<file path="config.mk">
export PLATFORM = sky130hd
export DESIGN_NAME = mean_threshold_binarizer_core_flat
export DESIGN_NICKNAME = d
export VERILOG_FILES = /design/src/hdl/mtb_pkg.sv /design/src/hdl/mtb_ifs.sv /design/src/hdl/mtb_gray.sv /design/src/hdl/mtb_divider.sv /design/src/hdl/mean_threshold_binarizer_core.sv /design/src/flat_wrapper.sv
export SDC_FILE = /design/constraint.sdc
export NUM_CORES = 1
export LEC_CHECK = 0
export BUFFER_PORTS_ARGS = -buffer_cell sky130_fd_sc_hd__buf_2
export CORE_MARGIN = 4
export CORE_UTILIZATION = 40
export DETAILED_ROUTE_END_ITERATION = 6
export PLACE_DENSITY = 0.59
export SLEW_MARGIN = 10
export SYNTH_ARGS = -nofsm -noshare
export SYNTH_HDL_FRONTEND = slang
export SYNTH_SLANG_ARGS = --single-unit
</file>
<file path="constraint.sdc">
create_clock -name clock -period 8.9 [get_ports clock]
set_input_delay 1.78 -clock clock [delete_from_list [all_inputs] [get_ports clock]]
set_output_delay 1.78 -clock clock [all_outputs]
set_load 0.02 [all_outputs]
</file>
<file path="src/hdl/mtb_pkg.sv">
package mtb_pkg;

   localparam int unsigned CHAN_WIDTH  = 8;
   localparam int unsigned SUM_WIDTH   = 30;
   localparam int unsigned COUNT_WIDTH = 23;
   localparam int unsigned RGB_WIDTH   = 10;
   localparam int unsigned QUO_WIDTH   = 8;
   localparam int unsigned STEP_WIDTH  = 3;

   localparam longint unsigned MAX_PIXELS = 64'd4194304;
   localparam longint unsigned COUNT_MAX  = (64'd1 << COUNT_WIDTH) - 64'd1;
   localparam logic [COUNT_WIDTH-1:0] COUNT_LIMIT =
      (MAX_PIXELS > COUNT_MAX) ? COUNT_WIDTH'(COUNT_MAX) : COUNT_WIDTH'(MAX_PIXELS);

   // floor(s/3) = (s*683)>>11 for every s up to 765
   localparam int unsigned GRAY_RECIP = 683;
   localparam int unsigned GRAY_SHIFT = 11;
   localparam int unsigned PROD_WIDTH = 20;

   localparam logic [CHAN_WIDTH-1:0] LEVEL_WHITE = 8'd255;
   localparam logic [CHAN_WIDTH-1:0] LEVEL_BLACK = 8'd0;

   localparam logic KIND_ACCUM  = 1'b0;
   localparam logic KIND_THRESH = 1'b1;

   typedef struct packed {
      logic                   start;
      logic [SUM_WIDTH-1:0]   dividend;
      logic [COUNT_WIDTH-1:0] divisor;
   } div_ctrl_type;

   typedef struct packed {
      logic                 busy;
      logic                 done;
      logic [QUO_WIDTH-1:0] quotient;
   } div_stat_type;

endpackage

</file>
<file path="src/hdl/mtb_ifs.sv">
interface mtb_req_if;
   logic                           valid;
   logic                           ready;
   logic                           req_type;
   logic [mtb_pkg::CHAN_WIDTH-1:0] red;
   logic [mtb_pkg::CHAN_WIDTH-1:0] green;
   logic [mtb_pkg::CHAN_WIDTH-1:0] blue;
   logic                           last_pixel;

   modport source (output valid, req_type, red, green, blue, last_pixel, input ready);
   modport sink (input valid, req_type, red, green, blue, last_pixel, output ready);
endinterface

interface mtb_rsp_if;
   logic                           valid;
   logic                           ready;
   logic [mtb_pkg::CHAN_WIDTH-1:0] level;
   logic [mtb_pkg::CHAN_WIDTH-1:0] threshold;
   logic                           end_of_frame;

   modport source (output valid, level, threshold, end_of_frame, input ready);
   modport sink (input valid, level, threshold, end_of_frame, output ready);
endinterface

</file>
<file path="src/hdl/mtb_gray.sv">
module mtb_gray (
   input  logic                           clock,
   input  logic                           load,
   input  logic [mtb_pkg::CHAN_WIDTH-1:0] red,
   input  logic [mtb_pkg::CHAN_WIDTH-1:0] green,
   input  logic [mtb_pkg::CHAN_WIDTH-1:0] blue,
   output logic [mtb_pkg::CHAN_WIDTH-1:0] gray
);

   logic [mtb_pkg::RGB_WIDTH-1:0]  rgb_sum;
   logic [mtb_pkg::PROD_WIDTH-1:0] prod;
   logic [mtb_pkg::CHAN_WIDTH-1:0] gray_in;
   logic [mtb_pkg::CHAN_WIDTH-1:0] gray_ff;

   assign rgb_sum = mtb_pkg::RGB_WIDTH'(red) + mtb_pkg::RGB_WIDTH'(green)
                  + mtb_pkg::RGB_WIDTH'(blue);
   // divide by three through the reciprocal
   assign prod    = mtb_pkg::PROD_WIDTH'(rgb_sum)
                  * mtb_pkg::PROD_WIDTH'(mtb_pkg::GRAY_RECIP);
   assign gray_in = prod[mtb_pkg::GRAY_SHIFT +: mtb_pkg::CHAN_WIDTH];
   assign gray    = gray_ff;

   always_ff @(posedge clock) begin
      if (load) begin
         gray_ff <= gray_in;
      end
   end

endmodule

</file>
<file path="src/hdl/mtb_divider.sv">
module mtb_divider (
   input  logic                  clock,
   input  logic                  reset,
   input  mtb_pkg::div_ctrl_type ctrl,
   output mtb_pkg::div_stat_type stat
);

   localparam int unsigned SW = mtb_pkg::SUM_WIDTH;
   localparam int unsigned QW = mtb_pkg::QUO_WIDTH;

   logic [SW-1:0]                   rem_ff, rem_in;
   logic [SW-1:0]                   dvs_ff, dvs_in;
   logic [QW-1:0]                   quo_ff, quo_in;
   logic [mtb_pkg::STEP_WIDTH-1:0]  step_ff, step_in;
   logic                            busy_ff, busy_in;
   logic                            done_ff, done_in;
   logic                            fits;

   // quotient never exceeds eight bits: the sum is at most 255 per pixel
   assign fits = rem_ff >= dvs_ff;

   always_comb begin
      rem_in  = rem_ff;
      dvs_in  = dvs_ff;
      quo_in  = quo_ff;
      step_in = step_ff;
      busy_in = busy_ff;
      done_in = 1'b0;
      if (ctrl.start) begin
         rem_in  = ctrl.dividend;
         dvs_in  = {ctrl.divisor, {(SW - mtb_pkg::COUNT_WIDTH){1'b0}}};
         quo_in  = '0;
         step_in = mtb_pkg::STEP_WIDTH'(QW - 1);
         busy_in = 1'b1;
      end else if (busy_ff) begin
         if (fits) begin
            rem_in = rem_ff - dvs_ff;
         end
         quo_in = {quo_ff[QW-2:0], fits};
         dvs_in = dvs_ff >> 1;
         step_in = step_ff - 1'b1;
         if (step_ff == '0) begin
            busy_in = 1'b0;
            done_in = 1'b1;
         end
      end
   end

   always_ff @(posedge clock) begin
      if (reset) begin
         busy_ff <= 1'b0;
         done_ff <= 1'b0;
      end else begin
         busy_ff <= busy_in;
         done_ff <= done_in;
      end
      rem_ff  <= rem_in;
      dvs_ff  <= dvs_in;
      quo_ff  <= quo_in;
      step_ff <= step_in;
   end

   assign stat.busy     = busy_ff;
   assign stat.done     = done_ff;
   assign stat.quotient = quo_ff;

endmodule

</file>
<file path="src/hdl/mean_threshold_binarizer_core.sv">
// a threshold word is registered on acceptance, and its result enters the rsp register from the execute state
// a new word is accepted only in the idle state, so a word finishes its execute step before the next is taken
// the last accumulate word also runs the 8-step divider to set the mean
// a result waiting in the output register stalls only the next threshold word
// synchronous reset clears the sum, the count, the mean, the sequencer and rsp valid
module mean_threshold_binarizer_core (
   input logic      clock,
   input logic      reset,
   mtb_req_if.sink  req_chan,
   mtb_rsp_if.source rsp_chan
);

   localparam int unsigned CW = mtb_pkg::CHAN_WIDTH;
   localparam int unsigned SW = mtb_pkg::SUM_WIDTH;
   localparam int unsigned NW = mtb_pkg::COUNT_WIDTH;

   typedef enum logic [2:0] {
      IDLE   = 3'b001,
      EXEC   = 3'b010,
      DIVIDE = 3'b100
   } state_type;

   state_type               state_ff, state_in;
   logic [SW-1:0]           sum_ff, sum_in, sum_acc;
   logic [NW-1:0]           count_ff, count_in, count_acc;
   logic [CW-1:0]           mean_ff, mean_in;
   logic                    kind_ff;
   logic                    last_ff;
   logic                    rsp_valid_ff, rsp_valid_in;
   logic [CW-1:0]           level_ff, level_in;
   logic [CW-1:0]           thresh_ff, thresh_in;
   logic                    eof_ff, eof_in;
   logic                    accept;
   logic                    rsp_free;
   logic [CW-1:0]           gray;
   mtb_pkg::div_ctrl_type   div_ctrl;
   mtb_pkg::div_stat_type   div_stat;

   assign req_chan.ready = (state_ff == IDLE);
   assign accept         = req_chan.valid && req_chan.ready;
   assign rsp_free       = !rsp_valid_ff || rsp_chan.ready;

   mtb_gray u_gray (
      .clock (clock),
      .load  (accept),
      .red   (req_chan.red),
      .green (req_chan.green),
      .blue  (req_chan.blue),
      .gray  (gray)
   );

   mtb_divider u_divider (
      .clock (clock),
      .reset (reset),
      .ctrl  (div_ctrl),
      .stat  (div_stat)
   );

   // accumulate unless the count has hit its limit
   always_comb begin
      if (count_ff < mtb_pkg::COUNT_LIMIT) begin
         sum_acc   = sum_ff + SW'(gray);
         count_acc = count_ff + 1'b1;
      end else begin
         sum_acc   = sum_ff;
         count_acc = count_ff;
      end
   end

   always_comb begin
      state_in          = state_ff;
      sum_in            = sum_ff;
      count_in          = count_ff;
      mean_in           = mean_ff;
      rsp_valid_in      = rsp_valid_ff && !rsp_chan.ready;
      level_in          = level_ff;
      thresh_in         = thresh_ff;
      eof_in            = eof_ff;
      div_ctrl.start    = 1'b0;
      div_ctrl.dividend = sum_acc;
      div_ctrl.divisor  = count_acc;
      case (state_ff)
         IDLE: begin
            if (accept) begin
               state_in = EXEC;
            end
         end
         EXEC: begin
            if (kind_ff == mtb_pkg::KIND_ACCUM) begin
               state_in = IDLE;
               sum_in   = sum_acc;
               count_in = count_acc;
               if (last_ff) begin
                  sum_in   = '0;
                  count_in = '0;
                  if (count_acc == '0) begin
                     mean_in = '0;
                  end else begin
                     div_ctrl.start = 1'b1;
                     state_in       = DIVIDE;
                  end
               end
            end else if (rsp_free) begin
               state_in     = IDLE;
               rsp_valid_in = 1'b1;
               level_in     = (gray >= mean_ff) ? mtb_pkg::LEVEL_WHITE
                                                : mtb_pkg::LEVEL_BLACK;
               thresh_in    = mean_ff;
               eof_in       = last_ff;
            end
         end
         DIVIDE: begin
            if (div_stat.done) begin
               mean_in  = div_stat.quotient;
               state_in = IDLE;
            end
         end
         default: begin
            state_in = IDLE;
         end
      endcase
   end

   always_ff @(posedge clock) begin
      if (reset) begin
         state_ff     <= IDLE;
         sum_ff       <= '0;
         count_ff     <= '0;
         mean_ff      <= '0;
         rsp_valid_ff <= 1'b0;
      end else begin
         state_ff     <= state_in;
         sum_ff       <= sum_in;
         count_ff     <= count_in;
         mean_ff      <= mean_in;
         rsp_valid_ff <= rsp_valid_in;
      end
      if (accept) begin
         kind_ff <= req_chan.req_type;
         last_ff <= req_chan.last_pixel;
      end
      level_ff  <= level_in;
      thresh_ff <= thresh_in;
      eof_ff    <= eof_in;
   end

   assign rsp_chan.valid        = rsp_valid_ff;
   assign rsp_chan.level        = level_ff;
   assign rsp_chan.threshold    = thresh_ff;
   assign rsp_chan.end_of_frame = eof_ff;

   a_count_limit: assert property (@(posedge clock) disable iff (reset)
      count_ff <= mtb_pkg::COUNT_LIMIT)
      else $error("pixel count beyond its limit");

   a_div_only_in_divide: assert property (@(posedge clock) disable iff (reset)
      div_stat.busy |-> state_ff == DIVIDE)
      else $error("divider running outside the divide state");

   a_level_binary: assert property (@(posedge clock) disable iff (reset)
      rsp_valid_ff |-> (level_ff == mtb_pkg::LEVEL_WHITE || level_ff == mtb_pkg::LEVEL_BLACK))
      else $error("level is neither black nor white");

   a_mean_source: assert property (@(posedge clock) disable iff (reset)
      (!$stable(mean_ff) && !$past(reset)) |->
         ($past(div_stat.done) || $past(state_ff == EXEC && last_ff)))
      else $error("mean changed without an end of accumulate pass");

endmodule

</file>
<file path="src/flat_wrapper.sv">
// flat-port wrapper written by rule: the top's interface ports become plain ports
module mean_threshold_binarizer_core_flat 
  (clock, reset, req_chan_valid, req_chan_req_type, req_chan_red, req_chan_green, req_chan_blue, req_chan_last_pixel, req_chan_ready, rsp_chan_valid, rsp_chan_level, rsp_chan_threshold, rsp_chan_end_of_frame, rsp_chan_ready);
  mtb_req_if req_chan_i ();
  mtb_rsp_if rsp_chan_i ();
  input logic clock;
  input logic reset;
  input wire logic [$bits(req_chan_i.valid)-1:0] req_chan_valid;
  input wire logic [$bits(req_chan_i.req_type)-1:0] req_chan_req_type;
  input wire logic [$bits(req_chan_i.red)-1:0] req_chan_red;
  input wire logic [$bits(req_chan_i.green)-1:0] req_chan_green;
  input wire logic [$bits(req_chan_i.blue)-1:0] req_chan_blue;
  input wire logic [$bits(req_chan_i.last_pixel)-1:0] req_chan_last_pixel;
  output wire logic [$bits(req_chan_i.ready)-1:0] req_chan_ready;
  output wire logic [$bits(rsp_chan_i.valid)-1:0] rsp_chan_valid;
  output wire logic [$bits(rsp_chan_i.level)-1:0] rsp_chan_level;
  output wire logic [$bits(rsp_chan_i.threshold)-1:0] rsp_chan_threshold;
  output wire logic [$bits(rsp_chan_i.end_of_frame)-1:0] rsp_chan_end_of_frame;
  input wire logic [$bits(rsp_chan_i.ready)-1:0] rsp_chan_ready;
  assign req_chan_i.valid = req_chan_valid;
  assign req_chan_i.req_type = req_chan_req_type;
  assign req_chan_i.red = req_chan_red;
  assign req_chan_i.green = req_chan_green;
  assign req_chan_i.blue = req_chan_blue;
  assign req_chan_i.last_pixel = req_chan_last_pixel;
  assign req_chan_ready = req_chan_i.ready;
  assign rsp_chan_valid = rsp_chan_i.valid;
  assign rsp_chan_level = rsp_chan_i.level;
  assign rsp_chan_threshold = rsp_chan_i.threshold;
  assign rsp_chan_end_of_frame = rsp_chan_i.end_of_frame;
  assign rsp_chan_i.ready = rsp_chan_ready;
  mean_threshold_binarizer_core u_core (.clock(clock), .reset(reset), .req_chan(req_chan_i), .rsp_chan(rsp_chan_i));
endmodule
</file>
### Yosys cells after proc, flatten, opt, wreduce, memory -nomap -nowiden

Index checks and enable logic that the tools add are counted.

* $add $sub $neg: 6
* multiply operators: 1
* $lt $le $gt $ge: 3
* eq/ne operators: 9
* mux-type cells: 33
* bitwise logic cells: 2
* reductions and logical operators: 16

Operator list (count)
* $mux 30: 7
* $mux 23: 2
* $mux 8: 5
* $add 30x8->30: 1
* $ge 30x30->1: 1
* $sub 30x30->30: 1
* $add 23x1->23 const B: 1
* $logic_not 23->1: 1
* $lt 23x23->1 const B: 1
* $mul 10x10->19 const B: 1
* $mux 3: 6
* $pmux 8 s2: 1
* $mux 1: 11
* $add 10x8->10: 1
* $add 8x8->9: 1
* $pmux 3 s3: 1
* $ge 8x8->1: 1
* $ne 2x2->1 const B: 3
* $reduce_and 3->1: 2
* $reduce_bool 2->1: 3
* $reduce_and 5->1: 1
* $ne 2x1->1 const B: 2
* $reduce_and 2->1: 2
* $eq 3x1->1 const B: 1
* 10 further kinds: 13

* bits in registers: 165
* input port bits: 30
* logic and storage cells: 88

### Longest topological paths before layout

Gate-level depths: netlist of the first run.

* depth in word-level cells: 9
* mapped depth: 31
* gate-level depth less buffers: 31

### Hierarchy

Synthesis of the first run repeated with hierarchy kept, for this count alone.

* cells, all modules: 1348
* area, all modules: 11979.0 um^2

By module, submodules not included
* mean_threshold_binarizer_core: instances 1, cells an instance 590, area each 4898.4 um^2, sequential area each 1661.6 um^2
* mtb_divider: instances 1, cells an instance 533, area each 4725.8 um^2, sequential area each 1991.9 um^2
* mtb_gray: instances 1, cells an instance 225, area each 2354.8 um^2, sequential area each 240.2 um^2

### Worst setup path before layout of the first run

No wires, ideal clock.

* path kind: input to register
* from: input port req_chan_green[0]
* to: register u_core.u_gray.gray_ff (netlist bit u_core.u_gray.gray[6]) (data pin)
* setup time: 0.268 ns
* arrival: 7.879 ns
* required time: 8.632 ns
* setup slack: 0.753 ns
* stages on the path: 30
* buffers on the path: 0
* cells stage by stage: ha_1 inv_1 fa_1 inv_1 ha_1 a21o_1 a21oi_1 o21bai_1 a21oi_1 o21bai_1 a21oi_1 xnor2_1 xnor2_1 ha_1 inv_1 fa_1 inv_1 fa_1 inv_1 fa_1 inv_1 ha_1 o2111ai_1 a21oi_1 a2111oi_0 o31ai_1 o41a_1 a21oi_1 nand2b_1 a221oi_1

* longest elaborated chain between the ends: 3

RTL lines
* from (decl): RTL line flat_wrapper.sv:11 `input wire logic [$bits(req_chan_i.green)-1:0] req_chan_green;`
* $add 8x8->9: RTL line mtb_gray.sv:15 `assign rgb_sum = mtb_pkg::RGB_WIDTH'(red) + mtb_pkg::RGB_WIDTH'(green)`
* $add 10x8->10: RTL line mtb_gray.sv:16 `+ mtb_pkg::RGB_WIDTH'(blue);`
* $mul 10x10->19: RTL line mtb_gray.sv:19 `* mtb_pkg::PROD_WIDTH'(mtb_pkg::GRAY_RECIP);`
* named net u_core.u_gray.prod (one bit): RTL line mtb_gray.sv:11 `logic [mtb_pkg::PROD_WIDTH-1:0] prod;`
* to (signal assigned): RTL line mtb_gray.sv:25 `gray_ff <= gray_in;`
* to (decl): RTL line mtb_gray.sv:13 `logic [mtb_pkg::CHAN_WIDTH-1:0] gray_ff;`

The timed path passes the listed nets, and every way through them passes these cells.
A chain may end at the register's enable or synchronous reset.

### Worst setup path in the final report of the first run

Same ends and word-level chain as after synthesis.

==> run summary, run 1 <==
startpoint of the most critical setup path - req_chan_green[0]
final core utilization - 0.444
total number of vias - 9209
distinct cell type count after synthesis - 67
sequential element share of the synthesized area - 0.335
count of yosys warnings during synthesis - 0
metal3 WL - 796 um
DRC violation count after routing - 0
initial antenna violation count - 0
final setup slack of the worst path - 0.669 ns
Max transition margin - 0.283
fraction of registers with async set or reset after synthesis - 0
total of hold buffers inserted after clock tree synthesis - 0
flop2flop setup slack - 4.38 ns
end of the worst register-to-register path - u_core.u_divider.dvs_ff[7]$_DFFE_PP_
root buffer cell - sky130_fd_sc_hd__clkbuf_16
die span in x - 178 um
number of DRC markers in iteration 0 - 660
net count reported at finish - 1511
antenna diode count - 0
kind of critical path - in2reg
clock skew - 0.0138 ns
number of enable flip-flop cells after synthesis - 73
clock buffer depth - 2
total I/O pin count - 49
First-pass DRT Iterations - 5
fraction of final layout cells sized beyond drive strength 1 - 0.0823
full die area - 0.0319 mm^2
via count of the first global-routing pass - 9142
core footprint - 0.0287 mm^2
total clock sinks - 158
Max Slew Vio Count - 0
Leakage - 5.29 nW
clock insertion delay at the later pin of the skew report - 0.43 ns
post-synth top area cell - sky130_fd_sc_hd__edfxtp_1
Final Wtd Congestion - 0.844
Min-Delay Endpoint - u_core.u_divider.step_ff[1]$_SDFFE_PP1P_
number of nets produced by synthesis - 1498
post-layout power - 4.46 mW
most frequent cell on the critical path - sky130_fd_sc_hd__inv_1
fin crit period - 8.23 ns
average detailed-routed wire length per instance - 16.0 um
Period Utilization, post-route - 0.925
H-tree level count - 4
total of max-cap violations - 0
Worst Hold Path Cells - 2
# rows - 62
Die Ht - 178 um
pin count of the biggest net entering global routing - 62
Post-Route WL - 27700 um
Crit Reg-Reg Startpoint - u_core.count_ff[0]$_SDFFE_PP0P_
DRT antenna net count - 0
Hold Crit Class - reg2reg
most common cell after layout, fill and taps aside - sky130_fd_sc_hd__nor2_1
worst slew pin tran - 1.08 ns
worst endpoint data arrival time - 8.40 ns
port bufs - 48
Synth Instances - 1323
final setup violation count - 0
worst path required time - 9.07 ns
power density over the cells - 350 mW/mm^2
dpl hpwl - 20300 um
peak per-stage delay on the critical path - 0.52 ns
peak supply drop - 0.391 mV
CP max FO - 5
number of standard cells in the layout, taps in and fillers out - 1733
WL met1 - 13000 um
setup slack at placement - -0.0574 ns
TritonCTS clock tree - yes
Worst R2R Path Depth - 9
number of synthesized register bits - 158
kind of start point of the critical path - input pin
cell types with the largest area share after synthesis - sky130_fd_sc_hd__edfxtp_1, sky130_fd_sc_hd__dfxtp_1, sky130_fd_sc_hd__ha_1
clock-pin transition on the worst setup and hold timing paths - 0.07 ns
routed wl met2 - 13500 um
commonest non-fill, non-tap cells in the layout - sky130_fd_sc_hd__nor2_1, sky130_fd_sc_hd__ha_1, sky130_fd_sc_hd__inv_1, sky130_fd_sc_hd__o21ai_0, sky130_fd_sc_hd__a21oi_1
unrepaired setup endpoints after global routing - false
run status - finished clean
Post-Synthesis Cell Area - 0.0116 mm^2
total global-route track usage - 0.178
wire length of the first global-routing pass - 45500 um
placed cell count - 1701
Final Hold Violating Endpoints - 0
global-route congestion overflow total - 0
master of the slowest instance on the critical path - sky130_fd_sc_hd__fa_1
synthesized area per cell - 8.79 um^2
detail-routed via count per cell - 5.31
hold wc startpoint - u_core.u_divider.step_ff[1]$_SDFFE_PP1P_
maximum operating frequency - 121 MHz
share of Yosys cell area claimed by the top area cell type - 0.189
Crit. End Element - flip-flop
area added between synthesis and finish - 9.61%
clock buffer count from CTS - 17
topmost layer with routed signal wires - met4
Primary FF master, synth - sky130_fd_sc_hd__dfxtp_1
starting utilization of the core area - 0.405
==> critical path: cells and delay by family <==
family,cells,cell delay (ns)
compound gates,13,2.53
fa+ha+maj,8,3.10
simple gates,1,0.13
buf+inv,7,0.38
xor+xnor,2,0.45
==> metal layers <==
layer  track usage  vias up
li1              -     4685
met1         0.231     4348
met2         0.311      143
met3        0.0261       33
met4        0.0480        0
met5             0        -
==> synth_stat cells (5+ instances only) <==
library cell and count:
sky130_fd_sc_hd__mux2i_1 17, sky130_fd_sc_hd__xor2_1 38, sky130_fd_sc_hd__o21a_1 5, sky130_fd_sc_hd__a22oi_1 17, sky130_fd_sc_hd__buf_2 7, sky130_fd_sc_hd__o21bai_1 5, sky130_fd_sc_hd__buf_4 8, sky130_fd_sc_hd__a21oi_1 97
sky130_fd_sc_hd__ha_1 121, sky130_fd_sc_hd__buf_6 5, sky130_fd_sc_hd__a21o_1 28, sky130_fd_sc_hd__o31ai_1 8, sky130_fd_sc_hd__nor2b_1 20, sky130_fd_sc_hd__fa_1 24, sky130_fd_sc_hd__clkbuf_1 42, sky130_fd_sc_hd__or3_1 15
sky130_fd_sc_hd__a22o_1 8, sky130_fd_sc_hd__and3_1 15, sky130_fd_sc_hd__xnor2_1 67, sky130_fd_sc_hd__nand2_1 79, sky130_fd_sc_hd__edfxtp_1 73, sky130_fd_sc_hd__nand4_1 13, sky130_fd_sc_hd__nand3_1 50, sky130_fd_sc_hd__dfxtp_1 85
sky130_fd_sc_hd__inv_1 103, sky130_fd_sc_hd__o21ai_0 103, sky130_fd_sc_hd__nor2_1 131, sky130_fd_sc_hd__nand2b_1 18, sky130_fd_sc_hd__or2_2 6, sky130_fd_sc_hd__a211oi_1 8, sky130_fd_sc_hd__o21ai_1 6, sky130_fd_sc_hd__a31oi_1 13
sky130_fd_sc_hd__nor3_1 21, sky130_fd_sc_hd__and2_1 8, sky130_fd_sc_hd__nor4_1 12
==> per-stage QoR <==
step	hold slack, ns	instance area, um^2	TNS, ns
after floorplan	0.431	11600	0
after global placement	0.461	12100	0
after detailed placement	0.453	12100	-0.0574
after CTS	0.475	12700	0
after global routing	0.503	12700	0
final	0.475	12700	0
==> layout make-up <==
type / count / area (um^2)
repair buffers: 59 / 323
clock buffers: 18 / 439
clock inverters: 14 / 183
inverters: 103 / 387
flip-flops and latches: 158 / 3890
multi-input cells: 997 / 7040
fillers: 2877 / 16000
well taps: 384 / 480
==> report_power, final <==
group	switching (mW)	leakage, nW	total [mW]	internal (mW)
clock	0.327	0.302	0.783	0.456
combinational	1.46	3.63	2.72	1.26
sequential	0.0318	1.35	0.952	0.921
total	1.82	5.29	4.46	2.64
==> how the worst max path moves through the flow <==
stage                                                  to  slack (ns)  cells after the start
after floorplan           u_core.u_gray.gray[6]$_DFFE_PP_        0.75                     30
after global placement    u_core.u_gray.gray[6]$_DFFE_PP_        0.15                     31
after detailed placement  u_core.u_gray.gray[6]$_DFFE_PP_       -0.06                     31
after CTS                 u_core.u_gray.gray[6]$_DFFE_PP_        0.40                     31
after global routing      u_core.u_gray.gray[6]$_DFFE_PP_        0.07                     31
final                     u_core.u_gray.gray[6]$_DFFE_PP_        0.67                     31
==> flip-flops by register name (all words and copies together), names as in the netlist <==
register,count
u_core.rsp_chan.threshold,8
u_core.rsp_chan.valid,1
u_core.rsp_chan.end_of_frame,1
u_core.u_divider.done_ff,1
u_core.u_divider.quo_ff,8
u_core.u_divider.step_ff,3
u_core.mean_ff,8
u_core.last_ff,1
u_core.sum_ff,30
u_core.u_gray.gray,8
u_core.u_divider.rem_ff,30
u_core.u_divider.busy_ff,1
u_core.rsp_chan.level,1
u_core.count_ff,23
u_core.state_ff,3
u_core.kind_ff,1
u_core.u_divider.dvs_ff,30
==> repair_timing <==
item | 4_1_cts | 5_1_grt
setup buffers | 0 | 0
setup endpoints to repair | 0 | 3
resized for setup | 0 | 2
==> kinds of logic after synthesis <==
kind of cell	after synthesis	synth area share
fa+ha+maj	145	0.172
mux	18	0.0159
simple gates	407	0.172
flops	158	0.335
compound gates	322	0.165
xor+xnor	105	0.0791
buf+inv	168	0.0610
Power figures use the tool's default switching activity.
==> run 2: changes to the inputs <==
--- a/config.mk
+++ b/config.mk
@@ -6,10 +6,10 @@
 export NUM_CORES = 1
 export LEC_CHECK = 0
 export BUFFER_PORTS_ARGS = -buffer_cell sky130_fd_sc_hd__buf_2
-export CORE_MARGIN = 4
+export CORE_MARGIN = 3
 export CORE_UTILIZATION = 40
 export DETAILED_ROUTE_END_ITERATION = 6
-export PLACE_DENSITY = 0.59
+export PLACE_DENSITY = 0.61
 export SLEW_MARGIN = 10
 export SYNTH_ARGS = -nofsm -noshare
 export SYNTH_HDL_FRONTEND = slang
==> constraint.sdc (replaced) <==
create_clock -name clock -period 7.4 [get_ports clock]
set_input_delay 1.48 -clock clock [delete_from_list [all_inputs] [get_ports clock]]
set_output_delay 1.48 -clock clock [all_outputs]
set_load 0.02 [all_outputs]
==> run summary, run 2 (same netlist as run 1, synthesis figures left out) <==
run status - finished clean
placed cell count - 1728 (+1.6%)
core footprint - 0.0282 mm^2 (-1.6%)
WL met1 - 13000 um (about the same)
total number of vias - 9375 (+1.8%)
Post-Route WL - 28000 um (+0.99%)
fraction of final layout cells sized beyond drive strength 1 - 0.127 (+0.0442)
total clock sinks - 158 (unchanged)
topmost layer with routed signal wires - met4
global-route congestion overflow total - 0 (unchanged)
Crit. End Element - flip-flop
peak supply drop - 0.638 mV (+63%)
setup total negative slack - 0 ns (unchanged)
dpl hpwl - 20600 um (+1.8%)
registers with the highest flip-flop counts - u_core.sum_ff (30), u_core.u_divider.dvs_ff (30), u_core.u_divider.rem_ff (30)
number of DRC markers in iteration 0 - 574 (-13%)
final setup violation count - 0 (unchanged)
Final Hold Violating Endpoints - 0 (unchanged)
clock buffer count from CTS - 17 (unchanged)
worst slew pin tran - 1.10 ns (+0.0229 ns)
First-pass DRT Iterations - 5 (unchanged)
final-layout fill cell count - 2770 (-3.7%)
Hold Crit Class - reg2reg
initial antenna violation count - 0 (unchanged)
final core utilization - 0.465 (+0.0205)
H-tree level count - 4 (unchanged)
CP max FO - 3 (-2)
Die Ht - 176 um (-1.1%)
total of max-cap violations - 0 (unchanged)
number of standard cells in the layout, taps in and fillers out - 1769 (+2.1%)
total global-route track usage - 0.182 (+0.00360)
fin crit period - 7.19 ns
routed wl met2 - 13600 um (+0.60%)
clock-pin transition on the worst setup and hold timing paths - 0.07 ns (about the same)
clock skew - 0.0108 ns (-0.00295 ns)
net count reported at finish - 1553 (+2.8%)
setup slack at placement - -0.253 ns (-0.196 ns)
die span in x - 176 um (-1.1%)
power density over the cells - 458 mW/mm^2 (+31%)
TritonCTS clock tree - yes
Period Utilization, post-route - 0.972
worst endpoint data arrival time - 7.37 ns (-1.03 ns)
pin count of the biggest net entering global routing - 77 (+24%)
via count of the first global-routing pass - 9161 (+0.21%)
maximum operating frequency - 139 MHz
Max transition margin - 0.268 (-0.0152)
final hold slack - 0.474 ns (-0.00124 ns)
DRT antenna net count - 0 (unchanged)
final setup slack of the worst path - 0.208 ns (-0.460 ns)
clock buffer depth - 2 (unchanged)
# rows - 61 (-1.6%)
metal3 WL - 840 um (+5.5%)
DRC violation count after routing - 0 (unchanged)
detail-routed via count per cell - 5.30 (-0.27%)
clock insertion delay at the later pin of the skew report - 0.43 ns (about the same)
Max Slew Vio Count - 0 (unchanged)
commonest non-fill, non-tap cells in the layout - sky130_fd_sc_hd__nor2_1, sky130_fd_sc_hd__ha_1, sky130_fd_sc_hd__o21ai_0
kind of critical path - in2reg
average detailed-routed wire length per instance - 15.8 um (-1.1%)
kind of start point of the critical path - input pin
Final Wtd Congestion - 0.855 (+1.4%)
most common cell after layout, fill and taps aside - sky130_fd_sc_hd__nor2_1
area added between synthesis and finish - 12.8%
Leakage - 5.49 nW (+3.8%)
total I/O pin count - 49 (unchanged)
wire length of the first global-routing pass - 45800 um (+0.61%)
port bufs - 48 (unchanged)
antenna diode count - 0 (unchanged)
worst path required time - 7.58 ns (-1.49 ns)
root buffer cell - sky130_fd_sc_hd__clkbuf_16
full die area - 0.0312 mm^2 (-2.2%)
starting utilization of the core area - 0.412 (+0.00664)
## run 2: worst paths after layout
path / from / to / slack, ns / cells past startpoint
worst min-delay path: u_core.mean_ff[7]$_SDFFE_PP0P_ / u_core.rsp_chan.threshold[7]$_DFFE_PP_ / 0.47 / 0
worst min register to register: u_core.mean_ff[7]$_SDFFE_PP0P_ / u_core.rsp_chan.threshold[7]$_DFFE_PP_ / 0.47 / 0
worst max register to register: u_core.count_ff[0]$_SDFFE_PP0P_ / u_core.u_divider.rem_ff[29]$_DFFE_PP_ / 2.88 / 10
worst max-delay path: req_chan_green[0] / u_core.u_gray.gray[6]$_DFFE_PP_ / 0.21 / 27
## run 2: cell type report
type | count | area [um^2] | share of cell area
Timing Repair Buffer | 101 | 638 | 0.0486
Sequential cell | 158 | 3890 | 0.297
Clock inverter | 12 | 110 | 0.00839
Multi-Input combinational cell | 997 | 7180 | 0.547
Tap cell | 378 | 473 | 0.0361
Inverter | 103 | 387 | 0.0295
Clock buffer | 20 | 437 | 0.0333
## run 2: power breakdown
group          leakage [nW]  internal, mW  switching, mW  total, mW
sequential             1.35          1.11         0.0450       1.15
combinational          3.88          2.05           1.97       4.02
clock                 0.259         0.465          0.370      0.835
## run 2: repair_timing
item	4_1_cts	5_1_grt
endpoints found under the setup margin	0	4
hold buffers	0	0
resized for setup	0	11
setup buffers	0	9
## run 2: worst max-delay path: stages
cell                        delay, ns
sky130_fd_sc_hd__buf_2           0.10
sky130_fd_sc_hd__ha_2            0.18
sky130_fd_sc_hd__inv_1           0.08
sky130_fd_sc_hd__fa_2            0.45
sky130_fd_sc_hd__buf_4           0.15
sky130_fd_sc_hd__fa_1            0.41
sky130_fd_sc_hd__nor2b_1         0.13
sky130_fd_sc_hd__o21ai_0         0.11
sky130_fd_sc_hd__a21oi_1         0.18
sky130_fd_sc_hd__nor2_2          0.07
sky130_fd_sc_hd__buf_4           0.13
sky130_fd_sc_hd__a21oi_2         0.19
sky130_fd_sc_hd__xnor2_2         0.10
sky130_fd_sc_hd__xnor2_1         0.14
sky130_fd_sc_hd__ha_1            0.35
sky130_fd_sc_hd__fa_1            0.53
sky130_fd_sc_hd__fa_1            0.51
sky130_fd_sc_hd__inv_1           0.05
sky130_fd_sc_hd__fa_1            0.49
sky130_fd_sc_hd__inv_1           0.05
sky130_fd_sc_hd__ha_1            0.23
sky130_fd_sc_hd__a2111oi_4       0.36
sky130_fd_sc_hd__o31ai_2         0.14
sky130_fd_sc_hd__o41a_1          0.38
sky130_fd_sc_hd__a21oi_2         0.17
sky130_fd_sc_hd__nand2b_4        0.13
sky130_fd_sc_hd__a221oi_1        0.07
## run 2: routing by layer
metal | GRT usage | vias up
li1 | - | 4761
met1 | 0.236 | 4429
met2 | 0.311 | 149
met3 | 0.0273 | 36
met4 | 0.0586 | 0
met5 | 0 | -
## run 2: through the flow
step                      instance area (um^2)  power, mW
after detailed placement                 12400       5.03
after global placement                   12400       4.98
after CTS                                13000       5.92
after global routing                     13100       6.74
after floorplan                          11700       4.00
final                                    13100       6.01
==> run 3: changes to the inputs <==
--- a/config.mk
+++ b/config.mk
@@ -7,9 +7,9 @@
 export LEC_CHECK = 0
 export BUFFER_PORTS_ARGS = -buffer_cell sky130_fd_sc_hd__buf_2
 export CORE_MARGIN = 3
-export CORE_UTILIZATION = 40
+export CORE_UTILIZATION = 55
 export DETAILED_ROUTE_END_ITERATION = 6
-export PLACE_DENSITY = 0.61
+export PLACE_DENSITY = 0.78
 export SLEW_MARGIN = 10
 export SYNTH_ARGS = -nofsm -noshare
 export SYNTH_HDL_FRONTEND = slang
==> run summary, run 3 (same netlist as run 1, synthesis figures left out) <==
peak supply drop - 0.965 mV (+51%)
setup slack at placement - -0.391 ns (-0.138 ns)
Hold Crit Class - reg2reg
peak per-stage delay on the critical path - 0.54 ns (about the same)
CP max FO - 4 (+1)
number of DRC markers in iteration 0 - 729 (+27%)
Crit Reg-Reg Startpoint - u_core.count_ff[0]$_SDFFE_PP0P_
total number of vias - 9722 (+3.7%)
fraction of final layout cells sized beyond drive strength 1 - 0.132 (+0.00513)
DRT antenna net count - 0 (unchanged)
average detailed-routed wire length per instance - 16.9 um (+6.5%)
cell class contributing the biggest share of worst-path delay - adder cells
total I/O pin count - 49 (unchanged)
die span in x - 151 um (-14%)
wire length of the first global-routing pass - 44600 um (-2.7%)
Die Ht - 151 um (-14%)
most frequent cell on the critical path - sky130_fd_sc_hd__ha_1
root buffer cell - sky130_fd_sc_hd__clkbuf_16
total global-route track usage - 0.243 (+0.0609)
power density over the cells - 493 mW/mm^2 (+7.6%)
crit path capture - u_core.u_gray.gray[7]$_DFFE_PP_
clock buffer count from CTS - 17 (unchanged)
Worst R2R Path Depth - 11 (+1)
startpoint of the most critical setup path - req_chan_red[0]
clock skew - 0.00768 ns (-0.00312 ns)
final hold slack - 0.474 ns (+0.000828 ns)
TritonCTS clock tree - yes
total clock sinks - 158 (unchanged)
Crit. End Element - flip-flop
dpl hpwl - 19800 um (-4.1%)
registers with the highest flip-flop counts - u_core.sum_ff (30), u_core.u_divider.dvs_ff (30), u_core.u_divider.rem_ff (30)
# rows - 52 (-15%)
DRC violation count after routing - 0 (unchanged)
final setup slack of the worst path - 0.190 ns (-0.0187 ns)
final-layout fill cell count - 1649 (-40%)
worst endpoint data arrival time - 7.39 ns (+0.02 ns)
H-tree level count - 4 (unchanged)
pin count of the biggest net entering global routing - 98 (+27%)
via count of the first global-routing pass - 9473 (+3.4%)
maximum operating frequency - 139 MHz (-0.26%)
Final Hold Violating Endpoints - 0 (unchanged)
First-pass DRT Iterations - 5 (unchanged)
post-layout power - 6.45 mW (+7.4%)
net count reported at finish - 1552 (-0.064%)
clock insertion delay at the later pin of the skew report - 0.44 ns (about the same)
master of the slowest instance on the critical path - sky130_fd_sc_hd__fa_2
worst path required time - 7.58 ns (about the same)
Max transition margin - 0.355 (+0.0866)
area added between synthesis and finish - 12.6%
kind of start point of the critical path - input pin
total of max-cap violations - 0 (unchanged)
initial antenna violation count - 1 (+1)
Post-Route WL - 28000 um (about the same)
most common cell after layout, fill and taps aside - sky130_fd_sc_hd__nor2_1
Period Utilization, post-route - 0.974 (+0.00253)
kind of critical path - in2reg
commonest non-fill, non-tap cells in the layout - sky130_fd_sc_hd__nor2_1, sky130_fd_sc_hd__ha_1, sky130_fd_sc_hd__o21ai_0
clock-pin transition on the worst setup and hold timing paths - 0.06 ns (about the same)
Max Slew Vio Count - 0 (unchanged)
Levels on crit path - 29 (+7.4%)
final setup violation count - 0 (unchanged)
full die area - 0.0229 mm^2 (-26%)
global-route congestion overflow total - 0 (unchanged)
end of the worst register-to-register path - u_core.u_divider.rem_ff[6]$_DFFE_PP_
flop2flop setup slack - 2.72 ns (-0.16 ns)
fin crit period - 7.21 ns (+0.0187 ns)
worst slew pin tran - 0.965 ns (-0.133 ns)
detail-routed via count per cell - 5.86 (+11%)
antenna diode count - 0 (unchanged)
Leakage - 5.51 nW (+0.32%)
total of hold buffers inserted after clock tree synthesis - 0 (unchanged)
clock buffer depth - 2 (unchanged)
Final Wtd Congestion - 0.911 (+6.5%)
sum of buffers and inverters on the critical path - 8 (+2)
starting utilization of the core area - 0.567 (+0.156)
core footprint - 0.0205 mm^2 (-27%)
port bufs - 48 (unchanged)
run status - finished clean
==> run 3: worst min path at each step <==
stage	from	end	slack (ns)	cells after the start
finish	u_core.sum_ff[5]$_SDFFE_PP0P_	u_core.sum_ff[5]$_SDFFE_PP0P_	0.47	2
global route	u_core.sum_ff[5]$_SDFFE_PP0P_	u_core.sum_ff[5]$_SDFFE_PP0P_	0.50	2
floorplan	u_core.mean_ff[1]$_SDFFE_PP0P_	u_core.rsp_chan.threshold[1]$_DFFE_PP_	0.43	0
global placement	u_core.mean_ff[7]$_SDFFE_PP0P_	u_core.rsp_chan.threshold[7]$_DFFE_PP_	0.46	0
CTS	u_core.mean_ff[6]$_SDFFE_PP0P_	u_core.rsp_chan.threshold[6]$_DFFE_PP_	0.47	0
detailed placement	u_core.mean_ff[6]$_SDFFE_PP0P_	u_core.rsp_chan.threshold[6]$_DFFE_PP_	0.46	0
==> run 3: power by group <==
part	leakage, nW	switching, mW	internal (mW)
registers	1.35	0.0419	1.11
clock network	0.292	0.382	0.495
logic	3.86	2.29	2.14
==> run 3: per-layer routing <==
layer  part of all wire  vias up  track usage
li1                   -     4770            -
met1               0.42     4588        0.298
met2               0.49      287        0.419
met3              0.050       75       0.0386
met4              0.037        2        0.109
met5            0.00036        -            0
==> run 3: area by class of cell <==
cell class	instances	area, um^2	share of cell area
flip-flops and latches	158	3890	0.298
inverters	103	387	0.0295
repair buffers	100	643	0.0491
well taps	270	338	0.0258
clock buffers	21	503	0.0384
clock inverters	11	88.8	0.00679
multi-input cells	997	7240	0.553
==> run 3: timing repair <==
item,4_1_cts,5_1_grt
buffers inserted,0,11
endpoints found under the setup margin,0,4
resized for setup,0,26
==> run 3: per-stage QoR <==
step | setup TNS (ns) | utilization | cell area, um^2 | instances
after global routing | -0.0374 | 0.639 | 13100 | 1660
after floorplan | 0 | - | 11700 | 1323
after CTS | 0 | 0.629 | 12900 | 1650
after detailed placement | -1.36 | 0.600 | 12300 | 1618
after global placement | -0.502 | 0.600 | 12300 | 1618
final | 0 | 0.639 | 13100 | 1660
==> run 3: tightest hold or removal path, delay by kind of cell (launching register included) <==
family / cells / cell delay, ns
DFF: 1 / 0.32
and+or+nand+nor: 1 / 0.06
AOI/OAI and AO/OA: 1 / 0.05
